## src/rtl/iquhp_pkg.sv

```systemverilog
`default_nettype none

package iquhp_pkg;

    // Packet geometry.
    localparam int MAX_PACKET_BYTES = 1024;
    localparam int POS_W            = 11;
    localparam logic [POS_W-1:0] POS_MAX = '1;
    localparam int ICMP_HDR_BYTES   = 8;
    localparam int MIN_IP_BYTES     = 20;
    localparam int PORT_BYTES       = 4;
    localparam int INNER_PROTO_OFS  = 9;
    localparam int DPORT_OFS        = 2;
    localparam int SRC_FIRST        = 12;
    localparam int SRC_LAST         = 15;
    localparam logic [7:0] PROTO_UDP = 8'd17;

    // Configuration registers.
    localparam int CFG_IDX_W  = 1;
    localparam int CFG_DATA_W = 17;
    localparam logic [CFG_IDX_W-1:0] CFG_BASE_PORT  = 1'b0;
    localparam logic [CFG_IDX_W-1:0] CFG_SLOT_LIMIT = 1'b1;
    localparam logic [15:0] BASE_PORT_RESET  = 16'd60000;
    localparam logic [16:0] SLOT_LIMIT_RESET = 17'd500;

    // Output word layout.
    localparam int OUT_TDATA_W = 56;

    typedef enum logic [2:0] {
        VERDICT_RECORDED    = 3'd0,
        VERDICT_ICMP_SHORT  = 3'd1,
        VERDICT_INNER_SHORT = 3'd2,
        VERDICT_PORTS_SHORT = 3'd3,
        VERDICT_NOT_UDP     = 3'd4,
        VERDICT_BELOW_BASE  = 3'd5,
        VERDICT_SLOT_RANGE  = 3'd6
    } t_verdict;

    // Header fields as they stand once the current byte is taken into account.
    typedef struct packed {
        logic [POS_W-1:0] byte_count;
        logic [3:0]       outer_ihl;
        logic [3:0]       inner_ihl;
        logic [7:0]       inner_protocol;
        logic [15:0]      dest_port;
        logic [31:0]      source_addr;
    } t_pkt_view;

    typedef struct packed {
        logic [31:0] router_address;
        logic [15:0] hop_slot;
        t_verdict    verdict;
    } t_result;

endpackage

`default_nettype wire

```

## src/rtl/iquhp_capture.sv

```systemverilog
`default_nettype none

module iquhp_capture (
    input  wire logic                  i_clk,
    input  wire logic                  i_rst_n,
    input  wire logic                  i_advance,
    input  wire logic [7:0]            i_data,
    input  wire logic                  i_last,
    output iquhp_pkg::t_pkt_view       o_view
);
    import iquhp_pkg::*;

    logic [POS_W-1:0] r_pos;
    logic [3:0]       r_outer_ihl;
    logic [31:0]      r_src_addr;
    logic [3:0]       r_inner_ihl;
    logic [7:0]       r_inner_proto;
    logic [15:0]      r_dest_port;

    logic [POS_W-1:0] n_pos;
    logic [3:0]       n_outer_ihl;
    logic [31:0]      n_src_addr;
    logic [3:0]       n_inner_ihl;
    logic [7:0]       n_inner_proto;
    logic [15:0]      n_dest_port;

    logic [6:0]       inner_at;
    logic [7:0]       port_at;
    logic [POS_W-1:0] byte_count;

    // Offsets of the quoted header and the destination port inside this packet.
    always_comb begin
        inner_at = {1'b0, r_outer_ihl, 2'b00} + 7'(ICMP_HDR_BYTES);
        port_at  = {1'b0, inner_at} + {2'b00, r_inner_ihl, 2'b00} + 8'(DPORT_OFS);
    end

    // Field capture for the word in the input register.
    always_comb begin
        n_outer_ihl   = r_outer_ihl;
        n_src_addr    = r_src_addr;
        n_inner_ihl   = r_inner_ihl;
        n_inner_proto = r_inner_proto;
        n_dest_port   = r_dest_port;
        if (r_pos == '0) begin
            n_outer_ihl = i_data[3:0];
        end
        if (r_pos >= POS_W'(SRC_FIRST) && r_pos <= POS_W'(SRC_LAST)) begin
            n_src_addr = {r_src_addr[23:0], i_data};
        end
        if (r_pos == POS_W'(inner_at)) begin
            n_inner_ihl = i_data[3:0];
        end
        if (r_pos == POS_W'(inner_at) + POS_W'(INNER_PROTO_OFS)) begin
            n_inner_proto = i_data;
        end
        if (r_pos == POS_W'(port_at)) begin
            n_dest_port = {i_data, r_dest_port[7:0]};
        end
        if (r_pos == POS_W'(port_at) + POS_W'(1)) begin
            n_dest_port = {r_dest_port[15:8], i_data};
        end
        n_pos = (r_pos == POS_MAX) ? r_pos : r_pos + POS_W'(1);
    end

    // Length seen so far, capped at the largest packet handled.
    always_comb begin
        if (r_pos >= POS_W'(MAX_PACKET_BYTES - 1)) begin
            byte_count = POS_W'(MAX_PACKET_BYTES);
        end else begin
            byte_count = r_pos + POS_W'(1);
        end
    end

    assign o_view = '{
        byte_count:     byte_count,
        outer_ihl:      n_outer_ihl,
        inner_ihl:      n_inner_ihl,
        inner_protocol: n_inner_proto,
        dest_port:      n_dest_port,
        source_addr:    n_src_addr
    };

    // Per-packet state; the final byte returns everything to the start.
    always_ff @(posedge i_clk) begin
        if (!i_rst_n) begin
            r_pos         <= '0;
            r_outer_ihl   <= '0;
            r_src_addr    <= '0;
            r_inner_ihl   <= '0;
            r_inner_proto <= '0;
            r_dest_port   <= '0;
        end else if (i_advance) begin
            if (i_last) begin
                r_pos         <= '0;
                r_outer_ihl   <= '0;
                r_src_addr    <= '0;
                r_inner_ihl   <= '0;
                r_inner_proto <= '0;
                r_dest_port   <= '0;
            end else begin
                r_pos         <= n_pos;
                r_outer_ihl   <= n_outer_ihl;
                r_src_addr    <= n_src_addr;
                r_inner_ihl   <= n_inner_ihl;
                r_inner_proto <= n_inner_proto;
                r_dest_port   <= n_dest_port;
            end
        end
    end

endmodule

`default_nettype wire

```

## src/rtl/iquhp_check.sv

```systemverilog
`default_nettype none

module iquhp_check (
    input  wire iquhp_pkg::t_pkt_view  i_view,
    input  wire logic [15:0]           i_base_port,
    input  wire logic [16:0]           i_slot_limit,
    output iquhp_pkg::t_result         o_result
);
    import iquhp_pkg::*;

    logic [POS_W-1:0] outer_len;
    logic [POS_W-1:0] need_icmp;
    logic [POS_W-1:0] need_inner;
    logic [POS_W-1:0] need_ports;
    logic [15:0]      slot;

    // Minimum lengths for each layer, measured from the start of the packet.
    always_comb begin
        outer_len  = POS_W'({i_view.outer_ihl, 2'b00});
        need_icmp  = outer_len + POS_W'(ICMP_HDR_BYTES);
        need_inner = need_icmp + POS_W'(MIN_IP_BYTES);
        need_ports = need_icmp + POS_W'({i_view.inner_ihl, 2'b00}) + POS_W'(PORT_BYTES);
        slot       = i_view.dest_port - i_base_port;
    end

    // Verdict, first failing check wins.
    always_comb begin
        o_result = '{router_address: '0, hop_slot: '0, verdict: VERDICT_RECORDED};
        priority if (i_view.byte_count < need_icmp) begin
            o_result.verdict = VERDICT_ICMP_SHORT;
        end else if (i_view.byte_count < need_inner) begin
            o_result.verdict = VERDICT_INNER_SHORT;
        end else if (i_view.byte_count < need_ports) begin
            o_result.verdict = VERDICT_PORTS_SHORT;
        end else if (i_view.inner_protocol != PROTO_UDP) begin
            o_result.verdict = VERDICT_NOT_UDP;
        end else if (i_view.dest_port < i_base_port) begin
            o_result.verdict = VERDICT_BELOW_BASE;
        end else if ({1'b0, slot} >= i_slot_limit) begin
            o_result.verdict = VERDICT_SLOT_RANGE;
        end else begin
            o_result.hop_slot       = slot;
            o_result.router_address = i_view.source_addr;
        end
    end

endmodule

`default_nettype wire

```

## src/rtl/icmp_quoted_udp_hop_parser.sv

```systemverilog
// The final byte is taken into the input register, and its result word is then loaded into
// the result register, as long as the result register is free at that point.
// Throughput: one byte per clock, set by the single pass of field capture and checks
// between the input register and the result register; a final byte waits only while
// an earlier result word is still held.
// Reset (synchronous, active low) empties both registers, clears the packet state and
// restores base port 60000 and slot limit 500.
`default_nettype none

module icmp_quoted_udp_hop_parser (
    input  wire logic                                i_clk,
    input  wire logic                                i_rst_n,
    // Slave side: tdata = data_byte; tlast = last_byte.
    input  wire logic                                s_axis_tvalid,
    output logic                                     s_axis_tready,
    input  wire logic [7:0]                          s_axis_tdata,
    input  wire logic                                s_axis_tlast,
    // Master side: tdata = verdict [2:0], hop_slot [18:3], router_address [50:19], zeros.
    output logic                                     m_axis_tvalid,
    input  wire logic                                m_axis_tready,
    output logic [iquhp_pkg::OUT_TDATA_W-1:0]        m_axis_tdata,
    // Configuration write port.
    input  wire logic                                i_cfg_wr_en,
    input  wire logic [iquhp_pkg::CFG_IDX_W-1:0]     i_cfg_index,
    input  wire logic [iquhp_pkg::CFG_DATA_W-1:0]    i_cfg_wr_data
);
    import iquhp_pkg::*;

    logic        r_in_valid;
    logic [7:0]  r_in_data;
    logic        r_in_last;
    logic        r_out_valid;
    t_result     r_out_result;
    logic [15:0] r_base_port;
    logic [16:0] r_slot_limit;

    logic        advance;
    t_pkt_view   view;
    t_result     n_result;

    // A byte moves on unless it closes a packet while the result register is blocked.
    assign advance       = r_in_valid && (!r_in_last || !r_out_valid || m_axis_tready);
    assign s_axis_tready = !r_in_valid || advance;

    // Configuration registers.
    always_ff @(posedge i_clk) begin
        if (!i_rst_n) begin
            r_base_port  <= BASE_PORT_RESET;
            r_slot_limit <= SLOT_LIMIT_RESET;
        end else if (i_cfg_wr_en) begin
            unique case (i_cfg_index)
                CFG_BASE_PORT:  r_base_port  <= i_cfg_wr_data[15:0];
                CFG_SLOT_LIMIT: r_slot_limit <= i_cfg_wr_data;
                default:        r_base_port  <= r_base_port;
            endcase
        end
    end

    // Input register.
    always_ff @(posedge i_clk) begin
        if (!i_rst_n) begin
            r_in_valid <= 1'b0;
        end else if (s_axis_tready) begin
            r_in_valid <= s_axis_tvalid;
        end
    end

    always_ff @(posedge i_clk) begin
        if (s_axis_tvalid && s_axis_tready) begin
            r_in_data <= s_axis_tdata;
            r_in_last <= s_axis_tlast;
        end
    end

    iquhp_capture u_capture (
        .i_clk     (i_clk),
        .i_rst_n   (i_rst_n),
        .i_advance (advance),
        .i_data    (r_in_data),
        .i_last    (r_in_last),
        .o_view    (view)
    );

    iquhp_check u_check (
        .i_view       (view),
        .i_base_port  (r_base_port),
        .i_slot_limit (r_slot_limit),
        .o_result     (n_result)
    );

    // Result register.
    always_ff @(posedge i_clk) begin
        if (!i_rst_n) begin
            r_out_valid <= 1'b0;
        end else if (advance && r_in_last) begin
            r_out_valid <= 1'b1;
        end else if (m_axis_tready) begin
            r_out_valid <= 1'b0;
        end
    end

    always_ff @(posedge i_clk) begin
        if (advance && r_in_last) begin
            r_out_result <= n_result;
        end
    end

    assign m_axis_tvalid = r_out_valid;
    assign m_axis_tdata  = OUT_TDATA_W'(r_out_result);

endmodule

`default_nettype wire

```

## config.mk

```make
export PLATFORM = sky130hd
export DESIGN_NAME = icmp_quoted_udp_hop_parser
export DESIGN_NICKNAME = d
export VERILOG_FILES = /design/src/rtl/iquhp_pkg.sv /design/src/rtl/iquhp_capture.sv /design/src/rtl/iquhp_check.sv /design/src/rtl/icmp_quoted_udp_hop_parser.sv
export SDC_FILE = /design/constraint.sdc
export NUM_CORES = 1
export LEC_CHECK = 0
export BUFFER_PORTS_ARGS = -buffer_cell sky130_fd_sc_hd__buf_2
export CORE_UTILIZATION = 45
export DETAILED_ROUTE_END_ITERATION = 16
export GPL_ROUTABILITY_DRIVEN = 0
export SLEW_MARGIN = 0
export SYNTH_ARGS = -nofsm -noshare
export SYNTH_HDL_FRONTEND = slang
export SYNTH_SLANG_ARGS = --single-unit
export TNS_END_PERCENT = 1
```

## constraint.sdc

```tcl
create_clock -name i_clk -period 12.4 [get_ports i_clk]
set_input_delay 1.86 -clock i_clk [delete_from_list [all_inputs] [get_ports i_clk]]
set_output_delay 1.86 -clock i_clk [all_outputs]
set_load 0.02 [all_outputs]
```

Word-level counts from Yosys, hierarchy flattened
Cells that the tools add are included.
W data, S select, Z words.

word-level totals
  bits in registers = 170
  bits in latches = 0
  memory bits (writable) = 0
  memory bits (read-only) = 0
  input bits = 32
  output and inout bits = 58
  memories kept = 0

operators by class
  $add $sub $neg = 11
  multipliers = 0
  divide/modulo/power cells = 0
  order comparisons = 8
  eq/ne operators = 7
  shifts and indexed selects = 0
  multiplexer cells = 21
  bitwise logic cells = 1
  reduce and logical (&&, ||, !) cells = 17

operators with widths
  kind                     number
  $mux W32                 2
  $mux W16                 3
  $lt A11 B11 Y1           3
  $mux W11                 3
  $eq A11 B11 Y1           2
  $ge A16 B17 Y1           1
  $lt A16 B16 Y1           1
  $mux W4                  4
  $mux W8                  2
  $sub A16 B16 Y16         1
  $add A6 B4 Y7 const B    2
  $add A11 B1 Y11 const B  1
  $add A11 B3 Y11 const B  1
  $add A11 B5 Y11 const B  1
  $add A11 B6 Y11          1
  $eq A11 B11 Y1 const B   1
  $eq A11 B7 Y1            1
  $eq A11 B8 Y1            1
  $ge A11 B10 Y1 const B   1
  $ge A11 B4 Y1 const B    1
  $le A11 B4 Y1 const B    1
  $logic_not A11 Y1        1
  $add A8 B1 Y9 const B    1
  $mux W3                  3
  other kinds (15)         26

Depth between registers and ports, before layout
Gate-level depths: netlist (run 1).

  depth in word-level cells = 13
  depth in mapped cells = 30

Cells and area by module
Synthesis (run 1) repeated with hierarchy kept, for this count alone.

second synthesis, totals
  cell total of the unflattened synthesis = 1131
  area total of the unflattened synthesis = 10299.9 um2

modules (own cells, without submodules)
  module                      times used  cells an instance  area an instance (um2)  sequential area each (um2)
  iquhp_capture               1           538                4571.9                  1501.4
  icmp_quoted_udp_hop_parser  1           224                3170.5                  2502.4
  iquhp_check                 1           369                2557.5                  0.0

Least setup slack after synthesis (run 1)
Ideal clock, no wire load.

  kind = reg-to-reg
  start = register u_capture.r_outer_ihl[1]
  end = register r_out_result, in the netlist m_axis_tdata[10], data pin
  arrival = 5.572 ns
  setup slack = 6.566 ns
  cell stages (with the launch flop) = 29
  path buffers = 3
  period minus slack after synthesis = 5.834 ns
  cell sequence = dfxtp_1 > ha_1 > xor2_1 > ha_1 > xor2_1 > a21oi_1 > nor2_1 > nor2_1 > o2111ai_1 > buf_2 > mux2_2 > ha_1 > nor2b_1 > o2111a_1 > nor3b_1 > nor4_1 > o311ai_0 > nand3b_1 > nor2b_1 > ha_1 > o211ai_1 > nor4_1 > o21ai_0 > a31o_2 > o21ai_0 > nand3b_1 > buf_2 > buf_4 > nor3_2

on the way
  longest elaborated chain between the ends = 9
  elaborated cells between the ends (all ways) = 26
  classes of those cells = 10 x add/sub; 5 x order compare; 5 x eq/ne; 5 x mux; 1 x reduce/logical

ends and longest elaborated chain
  what                                                   RTL line                                  source
  start: declaration                                     iquhp_capture.sv:14                       logic [3:0] r_outer_ihl;
  start signal: assignment                               iquhp_capture.sv:102                      r_outer_ihl <= n_outer_ihl;
  $add A6 B4 Y7 (*)                                      iquhp_capture.sv:33                       inner_at = {1'b0, r_outer_ihl, 2'b00} + 7'(ICMP_HDR_BYTES);
  $add A7 B6 Y8 (*)                                      iquhp_capture.sv:34                       port_at = {1'b0, inner_at} + {2'b00, r_inner_ihl, 2'b00} + 8'(DPORT_OFS);
  $add A8 B2 Y8 (*)                                      iquhp_capture.sv:34
  $add A8 B1 Y9 / $eq A11 B8 Y1 (equally long branches)  iquhp_capture.sv:59, iquhp_capture.sv:56
  $eq A11 B11 Y1 / $mux W16 (equally long branches)      iquhp_capture.sv:59, iquhp_capture.sv:56
  $mux W16 (*)                                           iquhp_capture.sv:59                       if (r_pos == POS_W'(port_at) + POS_W'(1)) begin
  $sub A16 B16 Y16 (*)                                   iquhp_check.sv:23                         slot = i_view.dest_port - i_base_port;
  net u_check.slot[15]                                   iquhp_check.sv:15                         logic [15:0] slot;
  $ge A16 B17 Y1 (*)                                     iquhp_check.sv:39                         end else if ({1'b0, slot} >= i_slot_limit) begin
  $reduce_or A6 Y1 (no source line) (*)                  --
  end signal: assignment                                 icmp_quoted_udp_hop_parser.sv:104         r_out_result <= n_result;
  end: declaration                                       icmp_quoted_udp_hop_parser.sv:33          t_result r_out_result;

The timed path passes the listed nets; every way through them passes the cells marked *.
A chain may end at the register's enable or synchronous reset.

Worst setup path after layout (run 1)
  start = register u_capture.r_outer_ihl[1]
  end = register r_out_result, in the netlist m_axis_tdata[22], data pin

The elaborated chain is that of the path after synthesis.

==> out/results.md, run 1 <==
| Group | Result | This run |
| --- | --- | --- |
| clock network | TritonCTS Buffers | 17 |
| status | Status | completed |
| worst hold path | Hold path startpoint | r_slot_limit[10]$_SDFFE_PN0P_ |
| clock network | Root Buffer | clkbuf_16 |
| worst hold path | Class of the tightest hold or removal check | register to register |
| die | Floorplan die area | 22,100 sq um |
| clock network | Clock transition at path regs | 70 ps |
| critical path | Library cell appearing most often on the critical path | ha_1 |
| global routing | Antenna violations before repair | 0 |
| worst hold path | Worst Hold Path EP | r_slot_limit[10]$_SDFFE_PN0P_ |
| global routing | Wire length of the first global-routing pass | 36.6 mm |
| timing | Slew margin rel. | 20.0% |
| power and ir drop | Fraction of power spent switching nets | 26.0% |
| routing | Antenna-violating nets left | 0 |
| routing | Vias per std cell | 5.48 |
| clock network | CTS tree | yes |
| clock network | Clock latency at the later pin of the worst-skew pair | 440 ps |
| clock network | Clock tree buffer depth | 2 |
| yosys | Number of distinct library cell variants in the gate-level netlist after synthesis | 71 |
| job | Number of max-capacitance violations reported | 0 |
| clock network | CTS sink cnt | 170 |
| finish | Fraction of final layout cells sized beyond drive strength 1 | 16.8% |
| critical path | Delay of the slowest critical-path stage | 860 ps |
| die | Row cnt | 53 |
| die | Top Ports | 90 |
| routing | DRC violations left | 0 |
| critical path | Flop-to-flop setup slack | 5130 ps |
| finish | Commonest non-fill, non-tap cells in the layout | dfxtp_1 (110), nand2_1 (103), buf_2 (84) |
| placement | Cell area reported after detailed placement | 10,200 sq um |
| clock network | Count of H-tree levels built during CTS | 4 |
| critical path | Critical path data required time | 12,550 ps |
| critical path | Worst R2R Path Depth | 26 |
| routing | Routed wire length | 22.6 mm |
| routing | DRT iter0 DRCs | 516 |
| timing | Final max-slew violation count | 0 |
| timing | Share of the cycle needed by the critical path after routing | 58.7% |
| clock network | PostCTS Resize Cnt | 0 |
| power and ir drop | Internal power component | 938 uW |
| global routing | Overall routing resource usage | 21.2% |
| yosys | Most common flop cell mapped by yosys | dfxtp_1 |
| timing | Least-Margin Pin Slew | 1200 ps |
| routing | Total vias in the final route | 7,309 |
| timing | Hold violation total from the final report | 0 |
| clock network | CTS Hold Buffers Added | 0 |
| critical path | Kind of launch point of the worst setup path | register |
| critical path | Setup Crit Path Kind | register to register |
| global routing | Total congestion overflow after global routing | 0 |
| global routing | Pin count of the biggest net entering global routing | 105 |
| placement | Total instance count after detailed placement | 1,301 |
| placement | Post-detailed-placement half-perimeter wirelength | 15.7 mm |
| die | Starting utilization of the core area | 46.0% |
| die | Placeable core area | 21,100 sq um |
| power and ir drop | Clock Power Share | 43.7% |
| finish | P&R area growth vs syn | 11.8% |
| power and ir drop | Power density of the placed cells | 117 nW/um^2 |
| global routing | Number of global-route vias before repair | 6,846 |
| yosys | FFs w/ async S/R, synth | 0% |
| yosys | Seq/Total Area, Yosys | 41.3% |
| timing | Hold Worst Slack | 467 ps |
| timing | Final setup violation count | 0 |
| die | DIE HEIGHT | 149 microns |
| yosys | Post-synthesis area per instance | 9.72 sq um |
| timing | Setup TNS after final layout | 0 ps |
| placement | Port-buffer cells | 84 |
| yosys | Number of flip-flops and latches in the synthesized netlist | 170 |
| power and ir drop | Sequential share of power | 47.0% |
| power and ir drop | Leakage | 4.58 nW |
| power and ir drop | Sw Pwr | 330 uW |
| yosys | Number of enable-type register cells in the synthesized netlist | 60 |
| finish | Post-layout instance count excluding filler cells | 1,333 |
| critical path | Endpoint kind of the worst setup timing path | register |
| timing | Fin crit period | 7270 ps |
| clock network | Buffer count from post-CTS setup fixing | 0 |
| yosys | Warning count from the yosys run | 0 |
| critical path | Startpoint of the worst register-to-register path | u_capture.r_outer_ihl[1]$_SDFFE_PN0P_ |
| die | Width of the die | 149 microns |
| routing | Average wire per standard cell | 17.0 microns |
| power and ir drop | Maximum VDD drop | 0.0728 mV |
| routing | Drt first pass iters | 6 |
| finish | Most common library cell in the layout ignoring fill and taps | dfxtp_1 |
| critical path | Arrival time worst endpoint | 7420 ps |
| yosys | Post-synthesis cell count | 997 |
| critical path | Reg-to-Reg End | m_axis_tdata[22]$_SDFFCE_PP0P_ |
| critical path | Crit-path max FO | 49 |
| timing | Setup clock skew after layout | 21.6 ps |
| finish | Antenna diodes | 0 |
| yosys | Total standard cell area after synthesis | 9690 sq um |
| worst hold path | Hold path cells | 2 |
| critical path | Launching element of the worst setup path | u_capture.r_outer_ihl[1]$_SDFFE_PN0P_ |
| critical path | Cell with the largest stage delay on the worst path | o2111ai_1 |
| finish | Finished Cell Area | 10,800 sq um |
| timing | RSZ-0062 raised after global routing | false |
| finish | NumNets Final | 1,149 |
| power and ir drop | Combinational share of power | 9.4% |
| timing | Maximum achievable frequency | 137 MHz |
-- worst max path at each step --
| stage | cells past startpoint | end |
|---|---|---|
| floorplan | 28 | m_axis_tdata[10]$_SDFFCE_PP0P_ |
| finish | 26 | m_axis_tdata[22]$_SDFFCE_PP0P_ |
| CTS | 26 | m_axis_tdata[43]$_SDFFCE_PP0P_ |
| global route | 26 | m_axis_tdata[43]$_SDFFCE_PP0P_ |
| global placement | 26 | m_axis_tdata[43]$_SDFFCE_PP0P_ |
| detailed placement | 26 | m_axis_tdata[43]$_SDFFCE_PP0P_ |
-- routing by layer --
metal,track usage [%],vias to the layer above,share of wire [%]
met2,32.1,167,45
met4,6.43,0,1.8
met1,30.3,3463,50
met5,0,-,0
met3,4.40,21,3.8
li1,-,3658,-
-- power groups by stage --
stage | registers [mW] | logic [mW] | clock network [mW]
finish | 0.596 | 0.119 | 0.554
global route | 0.597 | 0.133 | 0.587
CTS | 0.596 | 0.119 | 0.563
detailed placement | 0.608 | 0.118 | 0
global placement | 0.608 | 0.118 | 0
floorplan | 0.606 | 0.0853 | 0
-- synthesized netlist by cell type (all sizes together) (6+ instances only) --
library cell | count | area [sq um]
ha | 69 | 863
mux2 | 21 | 240
o21a | 7 | 52.6
o21ai | 25 | 125
a31oi | 6 | 37.5
nand2 | 103 | 387
a22oi | 46 | 345
clkbuf | 40 | 150
nor4 | 6 | 52.6
mux2i | 38 | 380
a21o | 13 | 97.6
nor2 | 26 | 97.6
a21oi | 25 | 125
and2 | 7 | 43.8
or3 | 10 | 62.6
nor4b | 7 | 67.6
xnor2 | 22 | 193
nor2b | 58 | 363
nor3 | 56 | 352
nand3 | 12 | 60.1
a21boi | 30 | 225
buf | 27 | 193
dfxtp | 110 | 2200
edfxtp | 60 | 1800
xor2 | 17 | 149
nand4 | 8 | 65.1
inv | 67 | 251
o22ai | 15 | 93.8
o211ai | 15 | 113
-- flip-flops by register name, summed over array words and instances, names as in the netlist, 4 cells and up --
signal                   cells
u_capture.r_pos             11
u_capture.r_dest_port       16
r_base_port                 16
r_in_data                    8
m_axis_tdata                51
u_capture.r_outer_ihl        4
u_capture.r_inner_proto      8
u_capture.r_inner_ihl        4
r_slot_limit                17
u_capture.r_src_addr        32
-- logic make-up (layout without fill, tap and decap cells) --
group                    Yosys count  count (layout)  share of synthesized area (%)
AND/OR/NAND/NOR                  314             314                           17.9
AO/OA/AOI/OAI                    208             208                           15.2
flip-flops                       170             170                           41.3
buffers and inverters            134             191                           6.13
adder cells (fa/ha/maj)           72              72                           9.53
multiplexers                      59              59                           6.40
XOR/XNOR                          39              39                           3.52
other                              1               5                         0.0387
-- worst max-delay path, delay by kind of cell, from the launching register on --
kind,cells,cell delay [ps]
multiplexers,1,430
AND/OR/NAND/NOR,9,1560
buffers and inverters,1,510
flip-flops,1,450
adder cells (fa/ha/maj),4,1110
XOR/XNOR,2,540
AO/OA/AOI/OAI,9,2340
-- area by class of cell --
cell class / instances / area [sq um]
fillers: 1985 / 10300
multi-input cells: 697 / 5150
repair buffers: 92 / 480
clock inverters: 14 / 180
flip-flops and latches: 170 / 4000
clock buffers: 18 / 429
inverters: 67 / 251
well taps: 275 / 344
-- stage by stage --
step	util [%]	total power, mW	setup slack [ps]
4_1_cts	51.4	1.28	5110
5_1_grt	51.4	1.32	4640
2_1_floorplan	-	0.692	6570
3_5_place_dp	48.5	0.727	5250
3_3_place_gp	48.5	0.726	5400
6_report	51.4	1.27	5130
No activity file was read; power rests on OpenSTA's default activity.
==> run 2: changes to the inputs <==
PLACE_DENSITY = 0.66   (was unset)
clock period = 6.4 ns   (was 12.4 ns; I/O delays follow)
==> run 2 against run 1 <==
Critical path depth increased by 3. Combinational power increased by 100%. Global-route usage about the same. Critical endpoint is now m_axis_tdata[3]$_SDFFCE_PP0P_. Largest cell class unchanged. Largest power group unchanged. Highest routed layer unchanged.
==> out/results.md, run 2 (same netlist as run 1, synthesis figures left out) <==
| Group | Result | This run | vs previous |
| --- | --- | --- | --- |
| timing | Final setup violation count | 0 | unchanged |
| critical path | Arrival time worst endpoint | 6280 ps | -1140 ps |
| critical path | Crit-path max FO | 5 | -90% |
| clock network | Count of H-tree levels built during CTS | 4 | unchanged |
| global routing | Total congestion overflow after global routing | 0 | unchanged |
| die | Placeable core area | 21,100 sq um | unchanged |
| critical path | Startpoint of the worst register-to-register path | u_capture.r_outer_ihl[2]$_SDFFE_PN0P_ |  |
| critical path | Capturing instance or port of the critical path | m_axis_tdata[3]$_SDFFCE_PP0P_ |  |
| routing | Vias per std cell | 5.50 | +0.39% |
| routing | Average wire per standard cell | 17.1 microns | +0.74% |
| power and ir drop | Leakage | 4.71 nW | +2.9% |
| critical path | Crit path depth | 29 | +12% |
| critical path | Worst R2R Path Depth | 29 | +12% |
| routing | DRT iter0 DRCs | 468 | -9.3% |
| global routing | Overall routing resource usage | 21.3% | +0.039 points |
| clock network | Clock latency at the later pin of the worst-skew pair | 450 ps | about the same |
| routing | Total vias in the final route | 7,453 | +2.0% |
| finish | Most common library cell in the layout ignoring fill and taps | dfxtp_1 |  |
| power and ir drop | Maximum VDD drop | 0.168 mV | +130% |
| placement | Port-buffer cells | 84 | unchanged |
| global routing | Antenna violations before repair | 0 | unchanged |
| worst hold path | Class of the tightest hold or removal check | register to register |  |
| timing | Slew margin rel. | 21.5% | +1.6 points |
| clock network | CTS tree | yes |  |
| routing | DRC violations left | 0 | unchanged |
| clock network | CTS sink cnt | 170 | unchanged |
| power and ir drop | PnR Total Power | 2.47 mW | +95% |
| die | Row cnt | 53 | unchanged |
| timing | Share of the cycle needed by the critical path after routing | 94.9% | +36 points |
| critical path | Kind of launch point of the worst setup path | register |  |
| clock network | Clock tree buffer depth | 2 | unchanged |
| critical path | Number of buffer and inverter instances along the worst setup path | 7 | +6 |
| timing | Maximum achievable frequency | 165 MHz | +20% |
| critical path | Library cell appearing most often on the critical path | ha_1 |  |
| finish | Antenna diodes | 0 | unchanged |
| finish | Fraction of final layout cells sized beyond drive strength 1 | 19.8% | +3.0 points |
| die | Top Ports | 90 | unchanged |
| critical path | Launching element of the worst setup path | u_capture.r_outer_ihl[2]$_SDFFE_PN0P_ |  |
| placement | Total instance count after detailed placement | 1,315 | +1.1% |
| global routing | Wire length of the first global-routing pass | 36.7 mm | +0.26% |
| timing | Setup clock skew after layout | 13.0 ps | -8.56 ps |
| finish | # fillers | 1,919 | -3.3% |
| die | Width of the die | 149 microns | unchanged |
| finish | NumNets Final | 1,170 | +1.8% |
| timing | Least-Margin Pin Slew | 1170 ps | -23.4 ps |
| timing | Hold violation total from the final report | 0 | unchanged |
| clock network | Clock transition at path regs | 70 ps | about the same |
| critical path | Cell with the largest stage delay on the worst path | dfxtp_1 |  |
| critical path | Flop-to-flop setup slack | 320 ps | -4800 ps |
| timing | Fin crit period | 6080 ps | -1200 ps |
| placement | Post-detailed-placement half-perimeter wirelength | 16.0 mm | +1.9% |
| clock network | CTS Hold Buffers Added | 0 | unchanged |
| finish | Post-layout instance count excluding filler cells | 1,354 | +1.6% |
| timing | Hold Worst Slack | 467 ps | +0.793 ps |
| finish | Commonest non-fill, non-tap cells in the layout | dfxtp_1 (109), nand2_1 (103), buf_2 (84) |  |
| die | Starting utilization of the core area | 46.0% | unchanged |
| clock network | Root Buffer | clkbuf_16 |  |
| routing | Antenna-violating nets left | 0 | unchanged |
| job | Number of max-capacitance violations reported | 0 | unchanged |
| routing | Drt first pass iters | 5 | -1 |
| die | DIE HEIGHT | 149 microns | unchanged |
| critical path | Setup Crit Path Kind | register to register |  |
| die | Floorplan die area | 22,100 sq um | unchanged |
| finish | P&R area growth vs syn | 15.0% |  |
| finish | Number of flip-flops under the largest register name | 51 | unchanged |
| critical path | Critical path data required time | 6600 ps | -5950 ps |
| global routing | Pin count of the biggest net entering global routing | 68 | -35% |
| critical path | Kind of cell adding the most delay to the critical path | compound AO/OA/AOI/OAI gates |  |
| critical path | Reg-to-Reg End | m_axis_tdata[3]$_SDFFCE_PP0P_ |  |
| status | Status | completed |  |
| timing | Final max-slew violation count | 0 | unchanged |
| critical path | Delay of the slowest critical-path stage | 330 ps | -530 ps |
| critical path | Endpoint kind of the worst setup timing path | register |  |
| clock network | TritonCTS Buffers | 17 | unchanged |
| routing | Routed wire length | 23.2 mm | +2.3% |
| power and ir drop | Power density of the placed cells | 222 nW/um^2 | +90% |
| global routing | Number of global-route vias before repair | 6,986 | +2.0% |
[run 2: report_power, final]
group | internal (mW) | switching, mW
Sequential | 1.13 | 0.0184
Combinational | 0.0948 | 0.149
Clock | 0.544 | 0.533
[run 2: layer usage]
layer	up-vias	track usage, %	share of wire (%)
met5	-	0	0
met4	0	6.73	1.7
met3	23	3.58	4.1
met2	176	33.9	47
met1	3563	29.3	48
li1	3691	-	-
[run 2: final cells by class]
class | instances | area (sq um) | share of cell area (%)
multi-input cells | 697 | 5230 | 46.9
clock buffers | 17 | 425 | 3.82
repair buffers | 113 | 679 | 6.09
flip-flops and latches | 170 | 4010 | 35.9
clock inverters | 15 | 211 | 1.90
well taps | 275 | 344 | 3.09
inverters | 67 | 251 | 2.26
[run 2: tightest hold or removal path, cell delays in order, from the launching register on]
cell and delay [ps]:
dfxtp_1 310, nand2_1 50, a21boi_0 60
[run 2: how the worst min path moves through the flow]
stage / start / to / slack, ps / cells past startpoint
after floorplan: u_capture.r_dest_port[3]$_SDFFE_PN0P_ / u_capture.r_dest_port[3]$_SDFFE_PN0P_ / 440 / 2
after global placement: u_capture.r_dest_port[3]$_SDFFE_PN0P_ / u_capture.r_dest_port[3]$_SDFFE_PN0P_ / 450 / 2
after detailed placement: r_slot_limit[12]$_SDFFE_PN0P_ / r_slot_limit[12]$_SDFFE_PN0P_ / 460 / 2
after CTS: r_slot_limit[12]$_SDFFE_PN0P_ / r_slot_limit[12]$_SDFFE_PN0P_ / 470 / 2
after global routing: u_capture.r_dest_port[4]$_SDFFE_PN0P_ / u_capture.r_dest_port[4]$_SDFFE_PN0P_ / 490 / 2
final: r_slot_limit[12]$_SDFFE_PN0P_ / r_slot_limit[12]$_SDFFE_PN0P_ / 470 / 2
[run 2: through the flow]
stage	setup TNS (ps)	area (sq um)	util, %	setup slack, ps
after floorplan	0	9710	-	566
after global placement	0	10300	49.0	235
after detailed placement	-1400	10300	49.0	-79.0
after CTS	0	11000	52.0	48.5
after global routing	-613	11200	52.9	-60.3
final	0	11200	52.9	324
[run 2: timing repair]
item / 4_1_cts / 5_1_grt
setup buffers: 0 / 5
gates resized for setup: 2 / 26
gates cloned: 0 / 2
endpoints found under the hold margin: 0 / 0
pin swaps: 0 / 7
setup endpoints to repair: 31 / 50
